$ cat src/alist_pkg.sv
`timescale 1ns / 1ps
// ----------------------------------------------------------------------------
// alist_pkg: shared types for the array list engine
// Operation and status codes, the per-cell command and the scan status.
// ----------------------------------------------------------------------------
package alist_pkg;

	localparam int DATA_W = 32;
	localparam int FIDX_W = 6;
	localparam int OCNT_W = 7;
	localparam int POS_W  = 7;
	localparam int GRP_N  = 8;   // match bits examined per scan cycle

	typedef enum logic [2:0] {
		OP_PUSH_BACK  = 3'd0,
		OP_PUSH_FRONT = 3'd1,
		OP_POP_BACK   = 3'd2,
		OP_POP_FRONT  = 3'd3,
		OP_INSERT     = 3'd4,
		OP_ERASE      = 3'd5,
		OP_FIND       = 3'd6
	} op_t;

	typedef enum logic [1:0] {
		ST_OK    = 2'd0,
		ST_FULL  = 2'd1,
		ST_EMPTY = 2'd2,
		ST_RANGE = 2'd3
	} status_t;

	typedef struct packed {
		logic ins;   // open a slot at pos and load the value
		logic del;   // close the slot at pos
		logic cmp;   // capture the key compare
	} cell_cmd_t;

	typedef struct packed {
		logic              busy;
		logic              done;
		logic              found;
		logic [FIDX_W-1:0] idx;
	} scan_stat_t;

endpackage

$ cat src/alist_cell.sv
`timescale 1ns / 1ps
// ----------------------------------------------------------------------------
// alist_cell: one entry of the list
// Holds one value; takes its left or right neighbour on insert or removal
// and registers the key compare for find.
// ----------------------------------------------------------------------------
module alist_cell
	import alist_pkg::*;
#(
	parameter int IDX   = 0,
	parameter int CNT_W = 7
) (
	input  logic              clk,
	input  logic              arst_n,
	input  cell_cmd_t         cmd,
	input  logic [CNT_W-1:0]  pos,
	input  logic [CNT_W-1:0]  count,
	input  logic [DATA_W-1:0] value,
	input  logic [DATA_W-1:0] left,
	input  logic [DATA_W-1:0] right,
	output logic [DATA_W-1:0] data,
	output logic              match
);

	localparam logic [CNT_W-1:0] MY_IDX = CNT_W'(IDX);

	logic [DATA_W-1:0] data_q;
	logic              match_q;

	always_ff @(posedge clk) begin
		if (cmd.ins && MY_IDX == pos) begin
			data_q <= value;
		end else if (cmd.ins && MY_IDX > pos) begin
			data_q <= left;
		end else if (cmd.del && MY_IDX >= pos) begin
			data_q <= right;
		end
	end

	always_ff @(posedge clk or negedge arst_n) begin
		if (!arst_n) begin
			match_q <= 1'b0;
		end else if (cmd.cmp) begin
			match_q <= (data_q == value) && (MY_IDX < count);
		end
	end

	assign data  = data_q;
	assign match = match_q;

endmodule

$ cat config.mk
export PLATFORM = sky130hd
export DESIGN_NAME = alist_cell
export DESIGN_NICKNAME = d
export VERILOG_FILES = /design/src/alist_pkg.sv /design/src/alist_cell.sv
export SDC_FILE = /design/constraint.sdc
export NUM_CORES = 1
export LEC_CHECK = 0
export BUFFER_PORTS_ARGS = -buffer_cell sky130_fd_sc_hd__buf_4
export CAP_MARGIN = 30
export CORE_MARGIN = 1.5
export CORE_UTILIZATION = 32
export CTS_BUF_LIST = sky130_fd_sc_hd__clkbuf_4 sky130_fd_sc_hd__clkbuf_8 sky130_fd_sc_hd__clkbuf_16
export DETAILED_ROUTE_END_ITERATION = 8
export PLACE_DENSITY = 0.8
export SYNTH_ARGS = -nofsm -noshare
export SYNTH_HDL_FRONTEND = slang
export SYNTH_SLANG_ARGS = --single-unit
$ cat constraint.sdc
create_clock -name clk -period 1.3 [get_ports clk]
set_clock_uncertainty 0.15 [all_clocks]
set_input_delay 0.13 -clock clk [delete_from_list [all_inputs] [get_ports clk]]
set_output_delay 0.13 -clock clk [all_outputs]
set_load 0.03 [all_outputs]
== Word-level counts from Yosys, hierarchy flattened ==
Index checks and enable logic that the tools add are counted.
Storage, ports and cells
  register bits: 33
  input bits: 115
  output and inout port bits: 33
  logic and storage cells: 15
Operators by class
  magnitude comparators: 3
  equal/unequal tests: 1
  muxes and demuxes: 3
  reductions and logical operators: 6
Operator list (number)
  two-way mux 32 bit: 3
  equality test 32 bit: 1
  greater-or-equal comparator 1 x 7 -> 1 bit, first input constant: 1
  greater-than comparator 1 x 7 -> 1 bit, first input constant: 1
  zero test 7 bit: 1
  less-than comparator 1 x 7 -> 1 bit, first input constant: 1
  logical AND 1 bit: 4
  nonzero test 3 bit: 1

== Longest topological paths before layout ==
  word-level depth: 5
  gate-level depth with buffers: 5

== Worst setup path after synthesis ==
Ideal clock, no wire load.
  path kind: input to register
  from: in pos[2]
  to: reg data_q[0] (netlist: data[0]) (enable)
  setup time: 0.391 ns
  arrival: 1.662 ns
  data required time: 0.759 ns
  slack: -0.903 ns
  stages on the path: 3
  cell sequence: or4_4 nor4_4 o21a_1
Between the ends
  longest elaborated chain between the ends: 3
RTL lines
  start, declared: RTL line alist_cell.sv:16  | input logic [CNT_W-1:0] pos,
  greater-than comparator 1 x 7 -> 1 bit, or another cell as far along: RTL line alist_cell.sv:33  | end else if (cmd.ins && MY_IDX > pos) begin
  logical AND 1 bit (on tied branches): RTL line alist_cell.sv:33, alist_cell.sv:31, alist_cell.sv:35
  nonzero test 3 bit (no source line) (*)
  end signal, assigned: RTL line alist_cell.sv:32  | data_q <= value;
  end signal, assigned: RTL line alist_cell.sv:34  | data_q <= left;
  end signal, assigned: RTL line alist_cell.sv:36  | data_q <= right;
  end, declared: RTL line alist_cell.sv:27  | logic [DATA_W-1:0] data_q;
Mark *: on every way between the ends. The rest lies on a longest branch, timed or not.
A chain may end at the register's enable or synchronous reset.

== Final worst setup path ==
  from: in pos[2]
  to: reg data_q[7] (netlist: data[7]) (enable)
The elaborated chain is that of the path after synthesis.

==> results.py <==
metrics = {
    "status": {
        "status": "finished, violations left",
        "violations": "setup timing",
    },
    "yosys": {
        "postSynthCellCount": 120,
        "ys_seq_elements": 33,
        "ys_warn_count": 0,
        "syn-num-nets": 235,
        "synth_area_per_cell_um2": 16.0,
        "ys_seq_area_share_pct": 51.5,
        "synth_cell_type_count": 18,
        "synth_area_um2": 1910,
    },
    "clock_network": {
        "clkSinkCount": 33,
        "clk_latency_ps": 280,
        "cts_buffer_depth": 2,
        "cts_tree": "built",
        "cts_made_buffers": 5,
        "cts-root-buf": "clkbuf_8",
        "clkTransAtPathRegs_ps": 70,
        "h-tree-depth": 2,
    },
    "worst_setup_path": {
        "path_cells": "buf_6 > or4_4 > nor4_4 > buf_4 > o21a_4 > buf_12 > buf_16",
        "crit_path_end_kind": "flip-flop",
        "critPathKind": "in -> reg",
        "slowest_delay_ps": 530,
        "critical_path.slowest_cell": "or4_4",
        "critPathBufInv": 4,
        "crit_fanout": 5,
        "arrival_ps": 1550,
        "worstSetupStartpointType": "input pin",
        "ff2ff_setup_slack_ps": -350,
        "critical-path-top-delay-family": "simple AND/OR/NAND/NOR gates",
        "cp.required_ps": 1150,
    },
    "pwr": {
        "power_density_nw_per_um2": 640,
        "total_power_mw": 2.41,
        "peakVddDrop_mv": 0.593,
        "total_leakage_power_nw": 1.76,
    },
    "die": {
        "start_util_pct": 33.9,
        "die-height_um": 80.3,
        "die_area_um2": 6460,
        "core.rowCount": 27,
        "num_io_pins": 148,
        "core-area_um2": 5640,
        "die_w_um": 80.3,
    },
    "timing": {
        "rsz0062_at_grt": "true",
        "setup-violations-final": 66,
        "period_share_pct": 131,
        "tightestPinTransition_ps": 263,
        "hold_viol_final": 0,
        "slew_viol_final": 0,
        "setup_tns_ps": -22810,
        "max_freq_mhz": 589,
        "finalCriticalPeriod_ps": 1700,
        "fin_ws_ps": -398,
        "slew_headroom_pct": 82.3,
    },
    "finish": {
        "drive_gt1_share_pct": 65.8,
        "utilization_pct": 66.9,
        "area_growth_pct": 97.1,
        "fill_cells": 393,
        "mostFrequentLayoutCell": "buf_4",
        "seqCellArea_um2": 986,
        "finalNetCount": 428,
        "layout_common_cells": "buf_4, edfxtp_1, xor2_1, mux2_4, dlygate4sd3_1",
        "antenna_cells": 0,
        "final_cells": 385,
        "multi_input_area_um2": 921,
    },
    "route": {
        "vias_per_cell": 4.52,
        "drt_wl_total_um": 5910,
        "drc": 0,
        "drt_iter0_markers": 60,
        "wl_per_cell_um": 15.3,
        "num_vias": 1742,
        "final_antenna_net_count": 0,
        "first_pass_iters": 6,
    },
    "global_route": {
        "antenna_found_initial": 0,
        "gr-usage-all-layers_pct": 17.6,
        "grt_pass1_wl_um": 8490,
        "overflow": 0,
        "first_global_vias": 1843,
        "grt_max_degree": 19,
    },
    "placement": {
        "dpl.hpwl_um": 4030,
        "placed_cells_incl_taps": 344,
        "pre_cts_ws_ps": -720,
        "port_buffers": 115,
        "place.gp.congestion": 0.710,
    },
    "run": {
        "drv_cap": 0,
    },
    "worst_hold_path": {
        "worst_hold_path_type": "in -> reg",
    },
}
-- where the power goes --
| group | switching (mW) | leakage [nW] | internal (mW) | total [mW] |
|---|---|---|---|---|
| Combinational | 0.147 | 1.42 | 0.345 | 0.492 |
| Clock | 0.364 | 0.0421 | 0.382 | 0.746 |
| Sequential | 0.00362 | 0.302 | 1.17 | 1.18 |
| Total | 0.515 | 1.76 | 1.90 | 2.41 |
-- cells in the mapped netlist --
cell / instances / share of area, %
nor4_4: 1 / 1.1
mux2_4: 30 / 24
xnor2_1: 1 / 0.46
buf_6: 3 / 1.8
o21a_1: 1 / 0.39
nor3_1: 2 / 0.52
o31ai_1: 1 / 0.39
xor2_1: 31 / 14
nor4_1: 8 / 2.6
nand4_1: 2 / 0.65
dfrtp_1: 1 / 1.3
edfxtp_1: 32 / 50
nand2_2: 1 / 0.33
nand2_1: 1 / 0.20
nand3_1: 1 / 0.26
nand2b_1: 1 / 0.33
or4_4: 1 / 0.59
mux2_2: 2 / 1.2
-- sequential cells by signal (all words and copies together), names as in the netlist --
register / cells
data: 32
match: 1
-- final timing paths --
| path | from | end | depth (start not counted) |
|---|---|---|---|
| worst max-delay path | pos[2] | data[7] | 7 |
| worst min-delay path | right[0] | data[0] | 2 |
| min in group asynchronous | arst_n | match | 2 |
| max in group asynchronous | arst_n | match | 2 |
| worst max register to register | data[20] | match | 5 |
| worst min register to register | match | match | 2 |
-- layout make-up --
cell class | instances | share of cell area (%)
Clock inverter | 1 | 0.0995
Clock buffer | 6 | 2.02
Multi-Input combinational cell | 84 | 24.4
Tap cell | 72 | 2.39
Sequential cell | 33 | 26.1
Timing Repair Buffer | 189 | 45.0
-- cells by family (layout without fill, tap and decap cells) --
family                    Yosys count  count (layout)  synth area share, %
DFF                                33              33                 51.5
xor gates and xnor gates           32              32                 14.6
muxes                              32              32                 24.7
AOI/OAI and AO/OA                   2               2                0.785
and+or+nand+nor                    18              18                 6.60
buffers and inverters               3             196                 1.76
-- what timing repair did --
item                                   CTS  global route
hold buffers                            22             6
gates cloned                             3             1
endpoints found under the hold margin   22             6
setup endpoints to repair               65            86
setup buffers                            4            15
resized for setup                        5            31
pin swaps                                2             0
-- metal layers --
layer | track usage, % | wire [um]
met1 | 18.8 | 2170
met2 | 34.6 | 3320
met3 | 4.09 | 384
met4 | 3.62 | 36
met5 | 0 | 0
-- per-stage QoR --
| step | hold WS, ps | cell area [um^2] |
|---|---|---|
| 4_1_cts | 0.875 | 3620 |
| 3_5_place_dp | -237 | 3190 |
| 2_1_floorplan | -316 | 1920 |
| 5_1_grt | 2.00 | 3770 |
| 6_report | 8.65 | 3770 |
| 3_3_place_gp | -238 | 3190 |
Power figures use the tool's default switching activity.
