**config.mk**
```make
export PLATFORM = sky130hd
export DESIGN_NAME = alist_scan
export DESIGN_NICKNAME = d
export VERILOG_FILES = /design/src/alist_pkg.sv /design/src/alist_scan.sv
export SDC_FILE = /design/constraint.sdc
export NUM_CORES = 1
export LEC_CHECK = 0
export BUFFER_PORTS_ARGS = -buffer_cell sky130_fd_sc_hd__clkbuf_2
export CORE_ASPECT_RATIO = 1.5
export CORE_MARGIN = 1
export CORE_UTILIZATION = 41
export DETAILED_ROUTE_END_ITERATION = 6
export GPL_ROUTABILITY_DRIVEN = 0
export GPL_TIMING_DRIVEN = 1
export HOLD_SLACK_MARGIN = 0.02
export PLACE_DENSITY = 0.81
export REMOVE_ABC_BUFFERS = 1
export SYNTH_ARGS = -nofsm -noshare
export SYNTH_HDL_FRONTEND = slang
export SYNTH_SLANG_ARGS = --single-unit
```
**constraint.sdc**
```tcl
create_clock -name clk -period 3.49 [get_ports clk]
set_clock_uncertainty 0.1 [all_clocks]
set_input_delay 1.047 -clock clk [delete_from_list [all_inputs] [get_ports clk]]
set_output_delay 1.047 -clock clk [all_outputs]
set_load 0.02 [all_outputs]
```
**src/alist_pkg.sv**
```systemverilog
`timescale 1ns / 1ps
// ----------------------------------------------------------------------------
// alist_pkg: shared types for the array list engine
// Operation and status codes, the per-cell command and the scan status.
// ----------------------------------------------------------------------------
package alist_pkg;

	localparam int DATA_W = 32;
	localparam int FIDX_W = 6;
	localparam int OCNT_W = 7;
	localparam int POS_W  = 7;
	localparam int GRP_N  = 8;   // match bits examined per scan cycle

	typedef enum logic [2:0] {
		OP_PUSH_BACK  = 3'd0,
		OP_PUSH_FRONT = 3'd1,
		OP_POP_BACK   = 3'd2,
		OP_POP_FRONT  = 3'd3,
		OP_INSERT     = 3'd4,
		OP_ERASE      = 3'd5,
		OP_FIND       = 3'd6
	} op_t;

	typedef enum logic [1:0] {
		ST_OK    = 2'd0,
		ST_FULL  = 2'd1,
		ST_EMPTY = 2'd2,
		ST_RANGE = 2'd3
	} status_t;

	typedef struct packed {
		logic ins;   // open a slot at pos and load the value
		logic del;   // close the slot at pos
		logic cmp;   // capture the key compare
	} cell_cmd_t;

	typedef struct packed {
		logic              busy;
		logic              done;
		logic              found;
		logic [FIDX_W-1:0] idx;
	} scan_stat_t;

endpackage

```
**src/alist_scan.sv**
```systemverilog
`timescale 1ns / 1ps
// ----------------------------------------------------------------------------
// alist_scan: first-match search over the cell match bits
// Walks the match vector a group at a time from the low end.
// ----------------------------------------------------------------------------
module alist_scan
	import alist_pkg::*;
#(
	parameter int CAPACITY = 64
) (
	input  logic                clk,
	input  logic                arst_n,
	input  logic                start,
	input  logic [CAPACITY-1:0] match,
	output scan_stat_t          stat
);

	localparam int NGRP  = (CAPACITY + GRP_N - 1) / GRP_N;
	localparam int GRP_W = (NGRP > 1) ? $clog2(NGRP) : 1;
	localparam int OFF_W = $clog2(GRP_N);
	localparam logic [GRP_W-1:0] LAST_GRP = GRP_W'(NGRP - 1);

	typedef enum logic {S_IDLE, S_RUN} scan_state_t;

	scan_state_t            state_q;
	logic [GRP_W-1:0]       grp_q;
	logic [NGRP*GRP_N-1:0]  pad;
	logic [GRP_N-1:0]       bits;
	logic [OFF_W-1:0]       off;
	logic                   hit;
	logic                   done;

	assign pad  = (NGRP*GRP_N)'(match);
	assign bits = pad[{grp_q, {OFF_W{1'b0}}} +: GRP_N];

	always_comb begin
		off = '0;
		hit = 1'b0;
		for (int i = GRP_N - 1; i >= 0; i--) begin
			if (bits[i]) begin
				off = OFF_W'(i);
				hit = 1'b1;
			end
		end
	end

	assign done = (state_q == S_RUN) && (hit || grp_q == LAST_GRP);

	always_ff @(posedge clk or negedge arst_n) begin
		if (!arst_n) begin
			state_q <= S_IDLE;
			grp_q   <= '0;
		end else begin
			unique case (state_q)
				S_IDLE: begin
					grp_q <= '0;
					if (start) begin
						state_q <= S_RUN;
					end
				end
				S_RUN: begin
					if (done) begin
						state_q <= S_IDLE;
					end
					grp_q <= grp_q + 1'b1;
				end
				default: state_q <= S_IDLE;
			endcase
		end
	end

	assign stat.busy  = (state_q == S_RUN);
	assign stat.done  = done;
	assign stat.found = done && hit;
	assign stat.idx   = hit ? FIDX_W'({grp_q, off}) : '0;

endmodule

```
# Word level (Yosys, flattened, before mapping)
# Cells that the tools add are included.
[op_classes]
n_reduce_logical = 3
n_eq_ne = 1
bitwise_logic = 1
n_shift = 1
n_mux = 21
add_sub_neg = 1
[ops]
columns = ["cell", "n"]
rows = [
  ["$shiftx A64 B7 Y8", 1],
  ["$mux W3", 8],
  ["$mux W1", 10],
  ["$mux W6", 1],
  ["$pmux W3 S2", 1],
  ["$add A3 B1 Y3 const B", 1],
  ["$eq A3 B3 Y1 const B", 1],
  ["$logic_and A1 B1 Y1", 2],
  ["$pmux W1 S2", 1],
  ["$logic_or A1 B1 Y1", 1],
  ["$not A1 Y1", 1],
]
[word_totals]
elab_cells = 30
input_bits = 67
ff_bits = 4
out_inout_bits = 9

# Longest topological paths before layout
[depth]
word_depth = 13
depth_mapped = 9
depth_no_buf = 6

# Worst setup path before layout
# Ideal clock, no wire load.
[synth_timing]
path_kind = "input-to-output"
from = "input match[39]"
to = "output stat[7] (netlist name)"
path_slack_ns = 0.022
arrival_ns = 2.321
t_required_ns = 2.343
path_buffers = 1
stages = 6
cell_sequence = "o31a_1 o41ai_2 nand4_2 nor3_4 a21boi_1 buf_4"
[synth_between]
elab_chain_cells = 11
[synth_lines]
columns = ["element", "line_no", "rtl"]
rows = [
  ["start, declared", "alist_scan.sv:14", "input logic [CAPACITY-1:0] match,"],
  ["$shiftx A64 B7 Y8", "alist_scan.sv:34", "assign bits = pad[{grp_q, {OFF_W{1'b0}}} +: GRP_N];"],
  ["$mux W1 (8 in series)", "alist_scan.sv:40", "if (bits[i]) begin"],
  ["$logic_or A1 B1 Y1", "alist_scan.sv:47", "assign done = (state_q == S_RUN) && (hit || grp_q == LAST_GRP);"],
  ["$logic_and A1 B1 Y1", "alist_scan.sv:47", ""],
  ["end, declared", "alist_scan.sv:15", "output scan_stat_t stat"],
]
# No other way between the ends.

==> metrics.cfg <==
[outcome]
violations = negative setup slack
status = finished, violations left

[synth]
synth_fa_ha_area_frac = 0.0244
synth_compound_area_frac = 0.280
syn_inst = 132
netlist_area_um2 = 1030
async_flop_share = 1.00
syn_area_per_cell_um2 = 7.78
yosysTopAreaCellShare = 0.0974
yosys.area_share.simple = 0.334
ys_warn_count = 0
synth-edff-count = 0
yosysSeqAreaShare = 0.0974
muxShareOfSynthArea = 0.167
synth_top_flop_cell = dfrtp_1
synth_top_family_by_area = simple AND/OR/NAND/NOR gates
synth.ff_latch_count = 4
synth.top_cells.by_area = dfrtp_1, mux4_2, mux2i_1
yosysUniqueCellTypes = 46
synth_area_leader_cell = dfrtp_1
synthXorXnorAreaFrac = 0

[placement]
port_buffers = 75
dp_slack_ps = -186
dp_cells = 226
dp_hpwl_um = 2770

[timing]
fmax_ghz = 0.267
finalCritPeriodShare = 1.07
fin_crit_ps = 3740
rsz0062_at_grt = true
tightest_slew_ps = 534
holdWs_ps = 512
relSlewSlack = 0.643
hold_viol = 0
setup_viol_count_final = 7
slew_viol_final = 0
fin_ws_ps = -249

[global_route]
antenna_found_initial = 0
met1_usage = 0.262
top_usage_layer = met2
use_met2 = 0.462
gr-total-overflow = 0
use_met3 = 0.0401
grt.total_usage = 0.248
grt_pass1_vias = 1387
grt_max_degree = 20
grt_pass1_wl_um = 5350

[clock_tree]
clock_path_buffers = 2
cts-htree-levels = 1
cts.root.buffer_cell = clkbuf_4
cts_tree = done
clkTransAtPathRegs_ps = 40
clock_latency_ps = 240
cts_buffers = 3
cts_sinks = 4

[cells_and_area]
syn2layout_area_growth_pct = 44.1
fillCellCount = 213
nNetsFinal = 280
instances_no_fill = 232
drive_gt1_frac = 0.498
layout_common_cells = clkbuf_2, a21oi_1, nor2_1, nor3_1, buf_4
final_core_util = 0.640
layout_commonest_cell = clkbuf_2
antenna_cells = 0

[critical_path]
cp_top_family = compound AO/OA/AOI/OAI gates
worstPathArrival_ps = 2590
slowest_delay_ps = 370
crit_buf_inv = 2
critPathKind = in2out
worstPathMaxFanout = 6
critical-path-slowest-cell = o41ai_2
cp-start-kind = input pin
worstPathRequired_ps = 2340
crit_path_end_kind = output pin
crit_chain = buf_6 > o31a_1 > o41ai_2 > nand4_2 > nor3_4 > a21boi_1 > buf_4

[detailed_routing]
ant_nets = 0
first_iter_violations = 38
drt_wl_total_um = 3330
via_per_inst = 5.90
avgRoutedWirePerCell_um = 14.3
drc = 0
drt-pass1-iter-count = 4
via_count = 1368

[flow_run]
max-cap-violations = 0

[power]
p_per_area_nw_per_um2 = 208
power.leakage_nw = 0.720
p_total_mw = 0.307
ir_worst_vdd_mv = 0.179

[die]
ioPinCount = 76
core-area_um2 = 2310
start_util = 0.444
die_h_um = 63.3
die_area_um2 = 2710
die_w_um = 42.9
rows = 21

[min_path]
hold_path_class = in2async

==> metrics by stage <==
stage | area (µm²) | setup TNS [ps]
detailed placement | 1400 | -889
global route | 1480 | -2090
global placement | 1400 | -610
floorplan | 961 | -15.5
CTS | 1460 | -824
finish | 1480 | -1300
==> metal layers <==
| metal | part of all wire | wire length, µm |
|---|---|---|
| met3 | 0.062 | 207 |
| met4 | 0.020 | 68 |
| met5 | 0 | 0 |
| met2 | 0.55 | 1840 |
| met1 | 0.36 | 1210 |
==> report_power, final <==
group	switching, mW	total, mW	internal [mW]
Combinational	0.0972	0.195	0.0973
Sequential	0.00594	0.0556	0.0497
Clock	0.0188	0.0572	0.0384
==> cells by family (layout without fill, tap and decap cells) <==
family | count (synthesis) | after routing
adder cells (fa/ha/maj) | 2 | 2
multiplexers | 12 | 12
flip-flops | 4 | 4
AO/OA/AOI/OAI | 38 | 38
AND/OR/NAND/NOR | 58 | 58
buffers and inverters | 18 | 95
==> layout make-up <==
type | instances | area, µm² | area share
multi-input cells | 110 | 848 | 0.573
repair buffers | 83 | 447 | 0.302
flip-flops and latches | 4 | 100 | 0.0676
inverters | 9 | 33.8 | 0.0228
well taps | 23 | 28.8 | 0.0194
clock buffers | 3 | 22.5 | 0.0152
==> registers in the layout (all words and copies together), names as in the netlist <==
| name | count |
|---|---|
| grp_q | 3 |
| state_q | 1 |
==> Yosys cell counts (3+ instances only) <==
cell type / count
buf_6: 3
nand2_1: 5
nand2b_1: 5
a21oi_1: 12
nor3_1: 9
or3_1: 4
nor2_1: 9
o311a_1: 5
nor2b_1: 8
o31a_1: 3
inv_1: 8
nand3_1: 3
mux2i_1: 7
o21ai_0: 4
dfrtp_1: 4
mux4_2: 4
==> worst register-to-register path, stage by stage, from the launching register on <==
cell	delay (ps)
dfrtp_1	330
buf_4	250
inv_2	170
o31a_1	330
o41ai_2	370
nand4_2	180
nor3_4	310
buf_4	160
a31o_1	140
==> worst paths after layout <==
path,startpoint,to,depth (start not counted),slack (ps)
setup / recovery,match[54],stat[7],7,-250
hold / removal,arst_n,grp_q[2],1,510
setup reg to reg,grp_q[2],state_q,8,1070
hold reg to reg,state_q,grp_q[2],1,520
max in group asynchronous,arst_n,grp_q[1],1,2640
min in group clk,state_q,grp_q[2],1,520
==> timing repair <==
item | CTS | global route
resized for setup | 5 | 7
endpoints found under the setup margin | 6 | 7
hold buffers | 0 | 0
setup buffers | 2 | 1
pin swaps | 2 | 5
(Power assumes the default switching activity.)
